<file path="config.mk">
export PLATFORM = sky130hd
export DESIGN_NAME = mrvme_merge
export DESIGN_NICKNAME = d
export VERILOG_FILES = /design/src/hw/rtl/mrvme_pkg.sv /design/src/hw/rtl/mrvme_merge.sv
export SDC_FILE = /design/constraint.sdc
export NUM_CORES = 1
export LEC_CHECK = 0
export ABC_AREA = 1
export CAP_MARGIN = 10
export CORE_AREA = 2 2 216 218
export CTS_CLUSTER_SIZE = 14
export DETAILED_ROUTE_END_ITERATION = 8
export DIE_AREA = 0 0 218 220
export DONT_BUFFER_PORTS = 1
export GPL_ROUTABILITY_DRIVEN = 0
export GPL_TIMING_DRIVEN = 0
export PLACE_DENSITY = 0.5
export SETUP_SLACK_MARGIN = 0.02
export SLEW_MARGIN = 20
export SYNTH_ARGS = -nofsm -noshare
export SYNTH_HDL_FRONTEND = slang
export SYNTH_SLANG_ARGS = --single-unit
</file>
<file path="constraint.sdc">
create_clock -name clk -period 3.05 [get_ports clk]
set_input_delay 0.61 -clock clk [delete_from_list [all_inputs] [get_ports clk]]
set_output_delay 0.61 -clock clk [all_outputs]
set_load 0.02 [all_outputs]
</file>
<file path="src/hw/rtl/mrvme_pkg.sv">
// Shared types, constants and helpers for the multi-reference finger match block.
// No dependencies; every other file in hw/rtl refers to this package by scoped name.
package mrvme_pkg;

	localparam int COST_W  = 32;
	localparam int CFG_W   = 20;
	localparam int FING_W  = 4;
	localparam int COUNT_W = 4;
	localparam int DATA_W  = 32;
	localparam int ADDR_W  = 4;

	localparam logic [CFG_W-1:0]   SUBST_RST = 20'd10;
	localparam logic [CFG_W-1:0]   SOFT_RST  = 20'd1;
	localparam logic [CFG_W-1:0]   HARD_RST  = 20'd10000;
	localparam logic [COUNT_W-1:0] COUNT_RST = 4'd1;

	// Register index, taken from paddr[3:2]
	typedef enum logic [1:0] {
		REG_SUBST = 2'd0,
		REG_SOFT  = 2'd1,
		REG_HARD  = 2'd2,
		REG_COUNT = 2'd3
	} reg_idx_t;

	// Control that every lane sees for the current request
	typedef struct packed {
		logic               started;
		logic [COUNT_W-1:0] n_lanes;
		logic [CFG_W-1:0]   soft_sw;
		logic [CFG_W-1:0]   hard;
	} lane_ctl_t;

	// Unsigned add that clamps at all ones
	function automatic logic [COST_W-1:0] sat_add(input logic [COST_W-1:0] a,
		input logic [COST_W-1:0] b);
		logic [COST_W:0] s;
		s = {1'b0, a} + {1'b0, b};
		return s[COST_W] ? '1 : s[COST_W-1:0];
	endfunction

endpackage

</file>
<file path="src/hw/rtl/mrvme_merge.sv">
// Merging stage: minimum lane cost per hand, saturating sum, and the result register.
// Depends on mrvme_pkg (sat_add, widths).
module mrvme_merge #(
	parameter int GT_MAX = 8
) (
	input  logic                          clk,
	input  logic                          arst_n,
	input  logic [mrvme_pkg::COST_W-1:0]  cost [2][GT_MAX],
	input  logic [1:0]                    started,
	input  logic [mrvme_pkg::COUNT_W-1:0] n_lanes,
	input  logic                          take,
	output logic                          ready,
	output logic                          res_valid,
	input  logic                          res_stall,
	output logic [mrvme_pkg::COST_W-1:0]  total_error
);

	logic                         valid_q;
	logic [mrvme_pkg::COST_W-1:0] total_q;
	logic [mrvme_pkg::COST_W-1:0] hand_min [2];
	logic [mrvme_pkg::COST_W-1:0] total;

	// Find each hand's cheapest lane among those in use
	always_comb begin
		for (int h = 0; h < 2; h++) begin
			hand_min[h] = cost[h][0];
			for (int z = 1; z < GT_MAX; z++) begin
				if (mrvme_pkg::COUNT_W'(z) < n_lanes && cost[h][z] < hand_min[h]) begin
					hand_min[h] = cost[h][z];
				end
			end
		end
		total = mrvme_pkg::sat_add(started[0] ? hand_min[0] : '0,
			started[1] ? hand_min[1] : '0);
	end

	// Load the result when the slot is empty or being drained
	assign ready = !valid_q || !res_stall;

	always_ff @(posedge clk or negedge arst_n) begin
		if (!arst_n) begin
			valid_q <= 1'b0;
		end else if (ready) begin
			valid_q <= take;
		end
	end

	always_ff @(posedge clk) begin
		if (ready && take) begin
			total_q <= total;
		end
	end

	assign res_valid   = valid_q;
	assign total_error = total_q;

endmodule

</file>
# After elaboration in Yosys (flattened, before gate mapping)
# Cells that the tools add are included.
dict set report classes {
  add_sub_neg 1
  order_cmp 21
  muxes 16
  reduce_logical 18
}
# op n
set op_table {}
lappend op_table {{$mux 32} 16}
lappend op_table {{$lt 32x32->1} 14}
lappend op_table {{$add 32x32->33} 1}
lappend op_table {{$lt 3x4->1 const A} 4}
lappend op_table {{$logic_and 1x1->1} 15}
lappend op_table {{$lt 2x4->1 const A} 2}
lappend op_table {{$lt 1x4->1 const A} 1}
lappend op_table {{$logic_not 1->1} 2}
lappend op_table {{$logic_or 1x1->1} 1}
dict set report totals {
  register_bits 33
  inputBits 522
  output_inout_bits 34
  wordCells 58
}

# Logic depth before layout (Yosys ltp)
dict set report depth {
  depth_word 23
  depth_mapped 130
  ltp_nobuf 121
}

# Worst setup path before layout
# OpenSTA, ideal clock, no wires.
dict set report synth_timing {
  path_type {input -> register}
  from {input port cost[239] (netlist name)}
  to {register total_q, in the netlist total_error[2], data pin}
  setup_ns 0.275
  arrival_time_ns 16.259
  required_ns 2.775
  setup_slack_ns -13.484
  stages 105
  n_path_buf 12
  path_cell_list {inv_1 > ha_1 > nand2_1 > inv_1 > nand3_1 > nor3_1 > nand2_1 > nand2_1 > nand2_2 > nand2_2 > buf_4 > clkbuf_1 > nand2_1 > o21ai_0 > ha_1 > a21oi_1 > nor2_1 > a211oi_1 > [... 69 more ...] > nand2_1 > a21oi_1 > o31ai_1 > nand2_1 > o211ai_1 > nand2_1 > o211ai_1 > a21oi_1 > o21ai_0 > a21oi_1 > o21bai_1 > a21oi_1 > o21bai_1 > nand3_1 > nor2_1 > a2111oi_0 > clkbuf_1 > o21ai_0}
}
dict set report synth_between {
  elab_chain_len 23
}
# element line_no
set synth_lines {}
lappend synth_lines {{start, declared} mrvme_merge.sv:8} ;# input logic [mrvme_pkg::COST_W-1:0] cost [2][GT_MAX],
lappend synth_lines {{$lt 32x32->1} mrvme_merge.sv:28} ;# if (mrvme_pkg::COUNT_W'(z) < n_lanes && cost[h][z] < hand_min[h]) begin
lappend synth_lines {{$logic_and 1x1->1} mrvme_merge.sv:28}
lappend synth_lines {{$mux 32 *} mrvme_merge.sv:28}
lappend synth_lines {{$lt 32x32->1} mrvme_merge.sv:28}
lappend synth_lines {{$logic_and 1x1->1} mrvme_merge.sv:28}
lappend synth_lines {{$mux 32 *} mrvme_merge.sv:28}
lappend synth_lines {{$lt 32x32->1} mrvme_merge.sv:28}
lappend synth_lines {{$logic_and 1x1->1} mrvme_merge.sv:28}
lappend synth_lines {{[... 7 more ...]} -}
lappend synth_lines {{$lt 32x32->1} mrvme_merge.sv:28}
lappend synth_lines {{$logic_and 1x1->1} mrvme_merge.sv:28}
lappend synth_lines {{$mux 32 *} mrvme_merge.sv:28}
lappend synth_lines {{$lt 32x32->1} mrvme_merge.sv:28}
lappend synth_lines {{$logic_and 1x1->1} mrvme_merge.sv:28}
lappend synth_lines {{$mux 32 *} mrvme_merge.sv:28}
lappend synth_lines {{$mux 32 *} mrvme_merge.sv:34} ;# started[1] ? hand_min[1] : '0);
lappend synth_lines {{$add 32x32->33 *} mrvme_pkg.sv:37} ;# s = {1'b0, a} + {1'b0, b};
lappend synth_lines {{end signal, assigned} mrvme_merge.sv:50} ;# total_q <= total;
lappend synth_lines {{end, declared} mrvme_merge.sv:19} ;# logic [mrvme_pkg::COST_W-1:0] total_q;
# Mark *: on every way between the ends. The rest lies on a longest branch, timed or not.
# A chain may end at the register's enable or synchronous reset.

# Worst setup path in the final report
dict set report layout_timing {
  from {input port cost[499] (netlist name)}
  to {register total_q, in the netlist total_error[18], data pin}
}
dict set report layout_between {
  elab_chain_len 23
}
# element line_no
set layout_lines {}
lappend layout_lines {{$lt 32x32->1} mrvme_merge.sv:28}
lappend layout_lines {{$logic_and 1x1->1} mrvme_merge.sv:28}
lappend layout_lines {{$mux 32 *} mrvme_merge.sv:28}
lappend layout_lines {{$lt 32x32->1} mrvme_merge.sv:28}
lappend layout_lines {{$logic_and 1x1->1} mrvme_merge.sv:28}
lappend layout_lines {{$mux 32 *} mrvme_merge.sv:28}
lappend layout_lines {{$lt 32x32->1} mrvme_merge.sv:28}
lappend layout_lines {{$logic_and 1x1->1} mrvme_merge.sv:28}
lappend layout_lines {{[... 7 more ...]} -}
lappend layout_lines {{$lt 32x32->1} mrvme_merge.sv:28}
lappend layout_lines {{$logic_and 1x1->1} mrvme_merge.sv:28}
lappend layout_lines {{$mux 32 *} mrvme_merge.sv:28}
lappend layout_lines {{$lt 32x32->1} mrvme_merge.sv:28}
lappend layout_lines {{$logic_and 1x1->1} mrvme_merge.sv:28}
lappend layout_lines {{$mux 32 *} mrvme_merge.sv:28}
lappend layout_lines {{$mux 32 *} mrvme_merge.sv:33} ;# total = mrvme_pkg::sat_add(started[0] ? hand_min[0] : '0,
lappend layout_lines {{$add 32x32->33 *} mrvme_pkg.sv:37}
# Marks and branches as above.

==> flow_metrics.tcl <==
set metrics [dict create \
    seq_power_share_pct 6.9 \
    busiest_layer "met2" \
    die_w_um 218 \
    cts_sinks 33 \
    violations "setup timing" \
    wl_um 80290 \
    crit_fanout 10 \
    crit_path_max_incr_delay_ps 430 \
    grt_use_met1_pct 37.11 \
    power.leakage_nw 11.80 \
    path_common_cell "nand2_1" \
    antenna_found_initial 4 \
    grt_pass1_vias 20146 \
    finalSetupViolations 32 \
    cts.path.max_buffers 2 \
    ios 556 \
    nFillCells 4513 \
    seq_area_um2 985.9 \
    crit_buf_inv 24 \
    cts_tree "built" \
    grtUsageTotal_pct 30.67 \
    crit_path_start_kind "input pin" \
    maxSlewViolCount 0 \
    first_pass_iters 6 \
    instances_no_fill 3783 \
    worstMarginPinSlew_ps 562.1 \
    ir_drop_uv 476.0 \
    hpwlAfterDp_um 67750 \
    synth-main-ff-cell "edfxtp_1" \
    p_clk_share_pct 2.6 \
    status "finished with violations" \
    internal_power_mw 8.160 \
    slowest_stage "or3_4" \
    postRouteAntennaNets 0 \
    fp.dieArea_um2 47960 \
    grt.overflow.total 0 \
    arrival_ps 15450 \
    hold_path.class "in2async" \
    cts-root-buf "clkbuf_16" \
    crit_required_ps 3070 \
    postLayoutCellArea_um2 24700 \
    multi_input_area_um2 18610 \
    fin_crit_ps 15430 \
    synthToLayoutAreaGrowth_pct 36.46 \
    dp_slack_ps -15700 \
    grt_util_met2_pct 51.87 \
    grt_pass1_wl_um 114200 \
    clk_latency_ps 270 \
    viasPerCell 5.627 \
    wl_per_cell_um 21.22 \
    syn_inst 2981 \
    grt.met3_usage_pct 6.694 \
    drtIter0Drc 1152 \
    path_class "in2reg" \
    grt_max_degree 27 \
    dpl.cell_count 3589 \
    final_common_cell "nand2_1" \
    fin_ws_ps -12380 \
    synthArstFlopShare_pct 3.030 \
    post-route-period-util_pct 505.9 \
    synth.avg_cell_area_um2 6.071 \
    htreeDepth 2 \
    synth-edff-count 32 \
    cts_buffers 5 \
    ys_types 52 \
    rows 79 \
    numPortBuffers 0 \
    slew_headroom_pct 62.39 \
    dpl_cell_area_um2 19540 \
    final_nets 4144 \
    drc_errors 0 \
    layout-drive-gt1-share_pct 26.86 \
    syn_nets 3954 \
    ys_warn_count 0 \
    tns_ps -395240 \
    core_area_um2 45860 \
    crit_path_end_kind "register" \
    rsz0062_at_grt "true" \
    layout_common_cells "nand2_1 (790), ha_1 (376), inv_1 (262), a21oi_1 (215), buf_4 (158)" \
    finalHoldViolations 0 \
    start_util_pct 39.46 \
    fmax_mhz 64.81 \
    cpLargestDelayFamily "simple AND/OR/NAND/NOR gates" \
    combPwrFrac_pct 90.5 \
    vias 21287 \
    syn_area_um2 18100 \
    p_switching_mw 9.677 \
    clk_pin_slew_ps 50 \
    die_h_um 220 \
    switching_share_pct 54.25 \
    finClkSkew_ps 4.024 \
    max-cap-violations 0 \
    p_per_area_nw_per_um2 722.3 \
    ys_seq_area_share_pct 5.448 \
    ys_ff_latch 33 \
]
[state kept, by name (all words and copies together) (netlist names)]
name and flops:
total_error 32, res_valid 1
[layer usage]
metal	share of wire, %	vias to the layer above	wire, um
li1	-	10634	-
met1	40	9760	32270
met2	46	737	37200
met3	7.8	156	6242
met4	5.7	0	4573
met5	0	-	0
[power by group through the flow]
stage               Combinational, mW  Sequential (mW)  Clock (mW)
finish                           16.1             1.24       0.457
global route                     17.9             1.26       0.484
detailed placement               11.4             1.25           0
floorplan                        8.50             1.23           0
global placement                 11.1             1.24           0
CTS                              13.4             1.24       0.468
[cells in the mapped netlist, types with 2 or more instances]
| master | instances | area [um^2] |
|---|---|---|
| buf_2 | 14 | 70.07 |
| buf_6 | 14 | 157.7 |
| nand3b_1 | 12 | 90.09 |
| clkbuf_8 | 3 | 41.29 |
| a2111oi_0 | 4 | 35.03 |
| or2_1 | 2 | 12.51 |
| a31oi_1 | 3 | 18.77 |
| nor2_2 | 2 | 12.51 |
| o21bai_1 | 12 | 90.09 |
| or3_1 | 3 | 18.77 |
| clkbuf_1 | 62 | 232.7 |
| edfxtp_1 | 32 | 960.9 |
| nand4_1 | 38 | 237.7 |
| o21ai_0 | 386 | 1932 |
| o21a_1 | 4 | 30.03 |
| a21oi_1 | 277 | 1386 |
| nand3_1 | 148 | 740.7 |
| or3_2 | 4 | 30.03 |
| a211o_1 | 3 | 26.28 |
| clkinv_1 | 2 | 7.510 |
| nor2_1 | 172 | 645.6 |
| inv_1 | 293 | 1100 |
| o211ai_1 | 14 | 105.1 |
| inv_2 | 4 | 15.01 |
| a21oi_2 | 2 | 17.52 |
| xnor2_1 | 18 | 157.7 |
| xor2_1 | 8 | 70.07 |
| a211oi_1 | 33 | 247.7 |
| o22ai_1 | 3 | 18.77 |
| o31ai_1 | 2 | 15.01 |
| nand2_1 | 860 | 3228 |
| o21ai_1 | 4 | 20.02 |
| nor3_1 | 19 | 95.09 |
| buf_4 | 9 | 67.56 |
| nand2_2 | 26 | 162.7 |
| nand2_4 | 4 | 45.04 |
| o221a_2 | 8 | 90.09 |
| nor4_1 | 14 | 87.58 |
| ha_1 | 450 | 5630 |
[layout make-up]
class                      count  share of cell area (%)
antenna                        4                 0.04053
buffer                       103                   5.522
clock buffer                   5                  0.5066
clock inverter                 3                 0.05066
inverter                     299                   4.666
multi-input combinational   2545                   75.37
sequential                    33                   3.992
tap                          607                   3.075
timing repair buffer         183                   6.743
timing repair inverter         1                 0.03546
[what timing repair did]
action	CTS	global route
pin swaps	137	176
buffers inserted	82	79
endpoints found under the setup margin	32	32
cloned	8	17
resized for setup	486	521
hold buffers	0	0
[per-stage QoR]
step	util (%)	power [mW]	hold slack [ps]
global placement	42.51	12.33	314.4
detailed placement	42.60	12.61	314.5
global route	53.85	19.64	20.28
CTS	47.68	15.11	22.66
floorplan	-	9.724	314.4
finish	53.85	17.84	30.50
[final timing paths]
kind                       cells after the start  startpoint              end  slack (ps)
min                                            0      arst_n        res_valid          30
max                                          101   cost[499]  total_error[18]      -12380
min in group clk                               2        take        res_valid         500
max in group asynchronous                      0      arst_n        res_valid        2950
min reg2reg                                    1   res_valid  total_error[10]         860
max reg2reg                                    2   res_valid  total_error[15]        1670
[kinds of logic (layout without fill, tap and decap cells)]
logic type	after synthesis	after routing	synth area share, %
AND/OR/NAND/NOR	1309	1310	30.13
AO/OA/AOI/OAI	758	758	22.42
adder cells (fa/ha/maj)	451	451	31.22
buffers and inverters	404	594	9.520
flip-flops	33	33	5.448
XOR/XNOR	26	26	1.258
other	0	4	0
[worst reg2reg max path: cells and delay by family, from the launching register on]
family                 cells  cell delay (ps)
AO/OA/AOI/OAI              1              370
buffers and inverters      1              220
flip-flops                 1              490
Note: power is estimated with default switching activity, not from simulation.
