### src/hw/rtl/mrvme_pkg.sv
// Shared types, constants and helpers for the multi-reference finger match block.
// No dependencies; every other file in hw/rtl refers to this package by scoped name.
package mrvme_pkg;

	localparam int COST_W  = 32;
	localparam int CFG_W   = 20;
	localparam int FING_W  = 4;
	localparam int COUNT_W = 4;
	localparam int DATA_W  = 32;
	localparam int ADDR_W  = 4;

	localparam logic [CFG_W-1:0]   SUBST_RST = 20'd10;
	localparam logic [CFG_W-1:0]   SOFT_RST  = 20'd1;
	localparam logic [CFG_W-1:0]   HARD_RST  = 20'd10000;
	localparam logic [COUNT_W-1:0] COUNT_RST = 4'd1;

	// Register index, taken from paddr[3:2]
	typedef enum logic [1:0] {
		REG_SUBST = 2'd0,
		REG_SOFT  = 2'd1,
		REG_HARD  = 2'd2,
		REG_COUNT = 2'd3
	} reg_idx_t;

	// Control that every lane sees for the current request
	typedef struct packed {
		logic               started;
		logic [COUNT_W-1:0] n_lanes;
		logic [CFG_W-1:0]   soft_sw;
		logic [CFG_W-1:0]   hard;
	} lane_ctl_t;

	// Unsigned add that clamps at all ones
	function automatic logic [COST_W-1:0] sat_add(input logic [COST_W-1:0] a,
		input logic [COST_W-1:0] b);
		logic [COST_W:0] s;
		s = {1'b0, a} + {1'b0, b};
		return s[COST_W] ? '1 : s[COST_W-1:0];
	endfunction

endpackage

### src/hw/rtl/mrvme_lane.sv
// One lane of the min-plus update: best predecessor cost and finger mismatch for lane LANE.
// Depends on mrvme_pkg (lane_ctl_t, sat_add, widths).
module mrvme_lane #(
	parameter int GT_MAX = 8,
	parameter int LANE   = 0
) (
	input  logic [mrvme_pkg::COST_W-1:0] pre_cost [GT_MAX],
	input  logic [mrvme_pkg::FING_W-1:0] prev_finger [GT_MAX],
	input  logic [mrvme_pkg::FING_W-1:0] est,
	input  logic [mrvme_pkg::FING_W-1:0] finger,
	input  mrvme_pkg::lane_ctl_t         ctl,
	output logic [mrvme_pkg::COST_W-1:0] best,
	output logic                         mismatch
);

	// Stay on the lane or switch in from another lane in use; a fresh hand starts at zero
	always_comb begin
		logic [mrvme_pkg::CFG_W-1:0]  sw;
		logic [mrvme_pkg::COST_W-1:0] cand;
		best = pre_cost[LANE];
		for (int zp = 0; zp < GT_MAX; zp++) begin
			sw   = (prev_finger[zp] == prev_finger[LANE]) ? ctl.soft_sw : ctl.hard;
			cand = mrvme_pkg::sat_add(pre_cost[zp],
				{{(mrvme_pkg::COST_W-mrvme_pkg::CFG_W){1'b0}}, sw});
			if (zp != LANE && mrvme_pkg::COUNT_W'(zp) < ctl.n_lanes && cand < best) begin
				best = cand;
			end
		end
		if (!ctl.started) begin
			best = '0;
		end
	end

	// Compare as raw 4-bit patterns
	assign mismatch = (finger != est);

endmodule

### config.mk
export PLATFORM = sky130hd
export DESIGN_NAME = mrvme_lane
export DESIGN_NICKNAME = d
export VERILOG_FILES = /design/src/hw/rtl/mrvme_pkg.sv /design/src/hw/rtl/mrvme_lane.sv
export SDC_FILE = /design/constraint.sdc
export NUM_CORES = 1
export LEC_CHECK = 0
export ABC_AREA = 1
export BUFFER_PORTS_ARGS = -buffer_cell sky130_fd_sc_hd__buf_4
export CAP_MARGIN = 20
export CORE_UTILIZATION = 45
export DETAILED_ROUTE_END_ITERATION = 6
export GPL_TIMING_DRIVEN = 0
export PLACE_DENSITY = 0.68
export SYNTH_ARGS = -nofsm -noshare
export SYNTH_HDL_FRONTEND = slang
export SYNTH_SLANG_ARGS = --single-unit
### constraint.sdc
create_clock -name vclk -period 25.2
set_input_delay 2.52 -clock vclk [all_inputs]
set_output_delay 2.52 -clock vclk [all_outputs]
set_load 0.005 [all_outputs]
; ---- Word-level counts from Yosys, hierarchy flattened
; Cells that the tools add are included.
[totals]
reg_bits = 0
inputBits = 341
out_inout_bits = 33
elab_cells = 58
[classes]
add_sub_neg = 7
magnitude_cmp = 14
n_eq_ne = 8
n_mux = 22
n_reduce_logical = 7
[ops]
columns = operator, n
row1 = $mux 32, 15
row2 = $add 32x20->33, 7
row3 = $lt 32x32->1, 7
row4 = $mux 20, 7
row5 = $eq 4x4->1, 7
row6 = $lt 3x4->1 const A, 4
row7 = $lt 2x4->1 const A, 2
row8 = $logic_and 1x1->1, 7
row9 = $lt 1x4->1 const A, 1
row10 = $ne 4x4->1, 1

; ---- Longest topological paths before layout
; Gate-level depths: netlist (run 1).
[logic_depth]
ltp_word = 26
mapped_depth = 130
ltp_nobuf = 121

; ---- Worst setup path before layout (run 1)
; No wires, ideal clock.
[synth_timing]
path_kind = in2out
from = input port prev_finger[28] (netlist bit)
to = output port best[0] (netlist bit)
t_arrival_ns = 18.939
required_time_ns = 22.680
setup_slack_ns = 3.741
path_stages = 107
n_path_buf = 9
cell_sequence = clkbuf_1 > xnor2_1 > nand4_1 > clkbuf_1 > nand2_1 > o21ai_0 > ha_1 > nand2_1 > nor2_1 > a211oi_1 > o21ai_0 > inv_1 > o21ai_0 > a21oi_1 > o21ai_0 > a21oi_1 > nor3_1 > o21ai_0 > [... 71 more ...] > nor4_1 > nand2_1 > nand2_1 > clkinv_1 > clkbuf_1 > o21ai_0 > inv_1 > ha_1 > a21oi_1 > nor2_1 > a211oi_1 > o221a_2 > or3_1 > a31oi_1 > a2111oi_1 > clkbuf_1 > a21oi_1 > nor2_1
[synth_via]
elab_chain_cells = 26
word_cells_on_any_way = 50
cone_classes = add/sub: 7 / order compare: 7 / eq/ne: 7 / mux: 22 / reduce/logical: 7
[synth_rtl]
columns = element, line_no
row1 = from (decl), mrvme_lane.sv:8  ; input logic [mrvme_pkg::FING_W-1:0] prev_finger [GT_MAX],
row2 = $eq 4x4->1, mrvme_lane.sv:22  ; sw = (prev_finger[zp] == prev_finger[LANE]) ? ctl.soft_sw : ctl.hard;
row3 = $mux 20, mrvme_lane.sv:22
row4 = $add 32x20->33, mrvme_pkg.sv:37  ; s = {1'b0, a} + {1'b0, b};
row5 = $mux 32, mrvme_pkg.sv:38  ; return s[COST_W] ? '1 : s[COST_W-1:0];
row6 = $lt 32x32->1, mrvme_lane.sv:25  ; if (zp != LANE && mrvme_pkg::COUNT_W'(zp) < ctl.n_lanes && cand < best) begin
row7 = $logic_and 1x1->1, mrvme_lane.sv:25
row8 = $mux 32, mrvme_lane.sv:25
row9 = $lt 32x32->1, mrvme_lane.sv:25
row10 = [... 10 more ...], -
row11 = $mux 32, mrvme_lane.sv:25
row12 = $lt 32x32->1, mrvme_lane.sv:25
row13 = $logic_and 1x1->1, mrvme_lane.sv:25
row14 = $mux 32, mrvme_lane.sv:25
row15 = $lt 32x32->1, mrvme_lane.sv:25
row16 = $logic_and 1x1->1, mrvme_lane.sv:25
row17 = $mux 32 *, mrvme_lane.sv:25
row18 = $mux 32 *, mrvme_lane.sv:29  ; if (!ctl.started) begin
row19 = to (decl), mrvme_lane.sv:12  ; output logic [mrvme_pkg::COST_W-1:0] best,
; Mark *: on every way between the ends. The rest lies on a longest branch, timed or not.

; ---- Worst setup path after layout (run 1)
[layout_timing]
from = input port prev_finger[28] (netlist bit)
to = output port best[7] (netlist bit)
; Same word-level chain as after synthesis.

==> flow_summary.yaml, run 1 <==
global_routing:
  grt_max_degree: 11
  track_usage: 0.332
  grt_first_pass_wirelength_mm: 105
  overflow: 0
  antenna_found_initial: 2
  grt_pass1_vias: 21656
cells_and_area:
  clock_buffers: 0
  num_antenna_cells: 0
  finalNetCount: 4225
  layout-drive-gt1-share: 0.151
  area_delta_synth_final_pct: 21.0
  design.seq.count: 0
  fin_area_um2: 21300
  regArea_um2: 0
hold_path:
  hp-start: "finger[2]"
  holdCritPathClass: "input port to primary output"
  hold_depth: 4
  worstHoldEndpoint: "mismatch"
synthesis:
  syn_nets: 3847
  synthSimpleGateAreaFrac: 0.345
  muxShareOfSynthArea: 0
  synth_area_um2: 17600
  synth_compound_area_frac: 0.236
  postSynthCellCount: 3143
  synthAdderAreaFrac: 0.261
  avgSynthCellArea_um2: 5.60
  ys_warn_count: 0
  synth_top_family_by_area: "simple AND/OR/NAND/NOR gates"
  synth_xor_area_frac: 0.0617
  seq_area_frac_synth: 0
  ys_types: 48
critical_path:
  start_kind: "input port"
  criticalPathCategory: "input port to primary output"
  slowest_delay_ns: 0.46
  setup.worst_path.end_class: "primary output"
  critical_path.max_fanout: 10
  slowest_stage: "o21ai_0"
  worst_ep_arrival_time_ns: 21.11
  cp.required_ns: 22.68
  crit_family: "compound AO/OA/AOI/OAI gates"
  worst-path-buf-inv: 19
  crit_top_cell: "nand2_1"
sta:
  hold_ws_ns: 5.35
  fin_crit_sh: 0.938
  relSlewSlack: 0.511
  tightest_slew_ns: 0.733
  finalMaxSlewViolations: 0
  hold_viol_final: 0
  period_minus_slack_ns: 23.63
  fmax_mhz: 42.3
  finalSetupTns_ns: 0
  setup_viol: 0
route:
  drt_wl_total_mm: 68.6
  viasPerCell: 5.55
  wl_per_cell_um: 17.0
  vias: 22419
  dr.pass1.iters: 6
  drc_errors: 0
  initialDrtViolationCount: 1273
  ant_nets: 0
placement:
  finalWeightedCongestion: 0.943
  place_area_um2: 21000
  port_buffers: 370
  dp_hpwl_mm: 61.6
die:
  rows: 72
  dieArea_um2: 39900
  chipWidth_um: 200
  die_y_um: 200
  io_pins: 374
  coreArea_um2: 38600
  start_util: 0.456
power_and_ir_drop:
  switchingPower_w: 0.000694
  pwr-share-comb: 1.000
  p_leak_nw: 11.7
  peakVddDrop_v: 0.0000179
  p_int_w: 0.000449
  clkPwrFrac: 0
  powerDensity_nw_per_um2: 53.7
  seqPwrFrac: 0
  swShare: 0.607
run:
  drv_cap: 0
status:
  status: "completed"
clock_network:
  cts_hold_buffers: 0
-- metrics by stage --
| stage | power [W] | utilization | setup WS [ns] | cells |
|---|---|---|---|---|
| floorplan | 0.000770 | - | 3.74 | 3143 |
| global placement | 0.00107 | 0.545 | -3.32 | 4031 |
| detailed placement | 0.00110 | 0.546 | -1.73 | 4033 |
| CTS | 0.00111 | 0.547 | 0.00999 | 4033 |
| global route | 0.00131 | 0.552 | -0.0488 | 4037 |
| finish | 0.00114 | 0.552 | 1.57 | 4037 |
-- cell usage in the layout (no fill, tap or decap), types with 57 or more instances in the layout --
master,n
inv_1,335
nand3_1,206
buf_4,375
a21oi_1,259
xor2_1,67
ha_1,356
nor2_1,197
or2_2,59
xnor2_1,57
o21ai_0,402
nand2_1,863
-- worst max path at each step --
stage                               start        to  depth (start not counted)  slack (ns)
after floorplan           prev_finger[28]   best[0]                        107        3.74
after global placement    prev_finger[31]  best[31]                        103       -3.32
after detailed placement  prev_finger[29]   best[7]                        105       -1.73
after CTS                 prev_finger[28]   best[7]                        108        0.01
after global routing      prev_finger[28]  best[21]                        110       -0.05
final                     prev_finger[28]   best[7]                        107        1.57
-- cell type report --
| class | count | area, um^2 |
|---|---|---|
| Fill cell | 4077 | 17300 |
| Multi-Input combinational cell | 2706 | 16100 |
| Timing Repair Buffer | 376 | 2830 |
| Inverter | 340 | 1280 |
| Tap cell | 518 | 648 |
| Buffer | 97 | 462 |
-- routing by layer --
layer / vias up / track usage / share of wire
met3: 124 / 0.0182 / 0.055
met2: 693 / 0.614 / 0.49
met4: 4 / 0.129 / 0.040
met5: - / 0 / 0.00038
li1: 11394 / - / -
met1: 10204 / 0.397 / 0.41
-- cells in the mapped netlist, drive strengths merged --
| cell type | instances | area, um^2 |
|---|---|---|
| a32oi | 1 | 8.76 |
| o221a | 5 | 56.3 |
| a21boi | 1 | 7.51 |
| o211ai | 1 | 7.51 |
| nand2 | 881 | 3370 |
| nand3b | 1 | 7.51 |
| o221ai | 3 | 26.3 |
| ha | 356 | 4450 |
| a31oi | 11 | 75.1 |
| a211o | 1 | 8.76 |
| nor4b | 1 | 8.76 |
| clkinv | 2 | 7.51 |
| o21bai | 9 | 67.6 |
| and2 | 1 | 6.26 |
| a2111oi | 6 | 53.8 |
| buf | 11 | 87.6 |
| a211oi | 21 | 158 |
| xor2 | 67 | 587 |
| o2111ai | 1 | 8.76 |
| o21ai | 438 | 2200 |
| a21o | 20 | 150 |
| a21oi | 262 | 1320 |
| o21a | 1 | 7.51 |
| xnor2 | 57 | 499 |
| nor2 | 198 | 746 |
| nand3 | 206 | 1030 |
| clkbuf | 86 | 323 |
| inv | 338 | 1270 |
| or3 | 4 | 25.0 |
| nand4 | 36 | 225 |
| or2 | 61 | 382 |
| nor3 | 33 | 170 |
| nor4 | 15 | 93.8 |
| fa | 7 | 140 |
| a221oi | 1 | 8.76 |
-- power groups by stage --
stage	clock, W	sequential (W)	combinational, W
after global routing	0	0	0.00131
after detailed placement	0	0	0.00110
after global placement	0	0	0.00107
final	0	0	0.00114
after floorplan	0	0	0.000770
after CTS	0	0	0.00111
-- cells by family after synthesis --
group           Yosys count
compound gates          782
xor+xnor                124
fa+ha+maj               363
buf+inv                 437
simple gates           1437
-- what timing repair did --
| action | 4_1_cts | 5_1_grt |
|---|---|---|
| setup endpoints to repair | 32 | 32 |
| pin swaps | 0 | 3 |
| resized for setup | 27 | 97 |
| buffers inserted | 0 | 4 |
(Power assumes the default switching activity.)
==> run 2: changes to the inputs <==
--- a/config.mk
+++ b/config.mk
@@ -8,10 +8,11 @@
 export ABC_AREA = 1
 export BUFFER_PORTS_ARGS = -buffer_cell sky130_fd_sc_hd__buf_4
 export CAP_MARGIN = 20
-export CORE_UTILIZATION = 45
+export CORE_MARGIN = 8
+export CORE_UTILIZATION = 58
 export DETAILED_ROUTE_END_ITERATION = 6
 export GPL_TIMING_DRIVEN = 0
-export PLACE_DENSITY = 0.68
+export PLACE_DENSITY = 0.84
 export SYNTH_ARGS = -nofsm -noshare
 export SYNTH_HDL_FRONTEND = slang
 export SYNTH_SLANG_ARGS = --single-unit
==> run 2 against run 1 <==
Setup slack lost 0.49 ns. First-iteration DRC count grew 50%. Clock-buffer cell count is the same. Via count grew 4.0%. Global-route usage grew 2.3 points. Power grew 0.49%. Worst hold slack gained 0.017 ns. Critical path type unchanged. Critical endpoint is now best[14]. Largest cell class unchanged.
==> flow_summary.yaml, run 2 (synthesis gave the netlist of run 1 again) <==
critical_path:
  start_kind: "input port"
  slowest_delay_ns: 0.43
  setup.worst_path.end_class: "primary output"
  crit_top_cell: "nand2_1"
  cp.required_ns: 22.68
  worst_ep_arrival_time_ns: 21.60
  slowest_stage: "or3_1"
  critical_path.max_fanout: 10
  criticalPathCategory: "input port to primary output"
power_and_ir_drop:
  p_leak_nw: 11.7
  switchingPower_w: 0.000701
  swShare: 0.610
  peakVddDrop_v: 0.0000207
  seqPwrFrac: 0
  total_power_w: 0.00115
  p_int_w: 0.000448
  clkPwrFrac: 0
  pwr-share-comb: 1.000
  powerDensity_nw_per_um2: 54.6
sta:
  period_minus_slack_ns: 24.12
  tightest_slew_ns: 0.716
  relSlewSlack: 0.517
  setup_viol: 0
  finalMaxSlewViolations: 0
  fin_crit_sh: 0.957
  hold_ws_ns: 5.37
  rsz0062_at_grt: "false"
  finalSetupTns_ns: 0
  hold_viol_final: 0
  fmax_mhz: 41.5
global_routing:
  antenna_found_initial: 1
  grt_max_degree: 11
  overflow: 0
  track_usage: 0.355
  grt_first_pass_wirelength_mm: 108
  grt_pass1_vias: 23111
cells_and_area:
  area_delta_synth_final_pct: 19.6
  final_cells: 3908
  final_cell_mix: "nand2_1 (863), o21ai_0 (414), buf_4 (373), ha_1 (356), inv_1 (335)"
  clock_buffers: 0
  layout-drive-gt1-share: 0.147
  finalNetCount: 4223
  design.seq.count: 0
  multi_input_area_um2: 16000
  fillers: 2637
  regArea_um2: 0
  fin_area_um2: 21000
  final_common_cell: "nand2_1"
die:
  dieArea_um2: 36200
  die_y_um: 190
  start_util: 0.592
  io_pins: 374
  coreArea_um2: 29700
  rows: 63
  chipWidth_um: 190
status:
  status: "completed"
placement:
  port_buffers: 370
  place_inst: 3905
  finalWeightedCongestion: 1.00
  place_area_um2: 20900
  dp_hpwl_mm: 60.8
route:
  initialDrtViolationCount: 1914
  vias: 23310
  dr.pass1.iters: 6
  wl_per_cell_um: 17.5
  drc_errors: 0
  viasPerCell: 5.96
  drt_wl_total_mm: 68.4
  ant_nets: 0
hold_path:
  holdCritPathClass: "input port to primary output"
run:
  drv_cap: 0
## run 2: cell types whose count changed in the layout (fill, tap and decap cells not counted), moves of 2 or more
cell       change
a2111oi_2      -2
buf_2          -3
buf_4          -2
clkbuf_1       +4
clkbuf_2       +2
clkbuf_4       -2
nor4_1         +2
o21ai_0       +12
o21ai_1       -10
o21ai_2        -2
## run 2: final timing paths
check | from | endpoint | slack (ns) | cells past startpoint
min | finger[0] | mismatch | 5.37 | 4
max | prev_finger[31] | best[14] | 1.08 | 107
## run 2: layout make-up
| cell class | count | share of cell area |
|---|---|---|
| Antenna cell | 1 | 0.000119 |
| Tap cell | 390 | 0.0232 |
| Timing Repair Buffer | 374 | 0.133 |
| Inverter | 340 | 0.0609 |
| Buffer | 97 | 0.0215 |
| Multi-Input combinational cell | 2706 | 0.761 |
## run 2: metrics by stage
stage | setup slack [ns] | util
3_5_place_dp | -1.10 | 0.702
4_1_cts | 0.0150 | 0.704
6_report | 1.08 | 0.708
2_1_floorplan | 3.74 | -
3_3_place_gp | -2.14 | 0.702
5_1_grt | 0.00835 | 0.708
## run 2: critical path, delay by kind of cell
kind,cells,cell delay [ns]
compound gates,31,6.75
xor+xnor,1,0.21
fa+ha+maj,8,2.54
buf+inv,19,3.58
simple gates,48,5.95
## run 2: power by group through the flow
stage	clock [W]	combinational [W]	sequential [W]
3_3_place_gp	0	0.00105	0
6_report	0.00000000000532	0.00115	0
3_5_place_dp	0	0.00110	0
5_1_grt	0.00000000000531	0.00129	0
2_1_floorplan	0	0.000770	0
4_1_cts	0	0.00111	0
## run 2: timing repair
action                     CTS  global route
buffers inserted             0             2
cloned                       0             0
setup endpoints to repair   32            32
pin swaps                    0             1
hold buffers                 0             0
gates resized for setup     18            76
## run 2: per-layer routing
layer,part of all wire,vias to the layer above,track usage
met5,0,-,0
li1,-,11386,-
met1,0.38,10432,0.402
met4,0.068,0,0.208
met3,0.086,276,0.0383
met2,0.47,1216,0.637
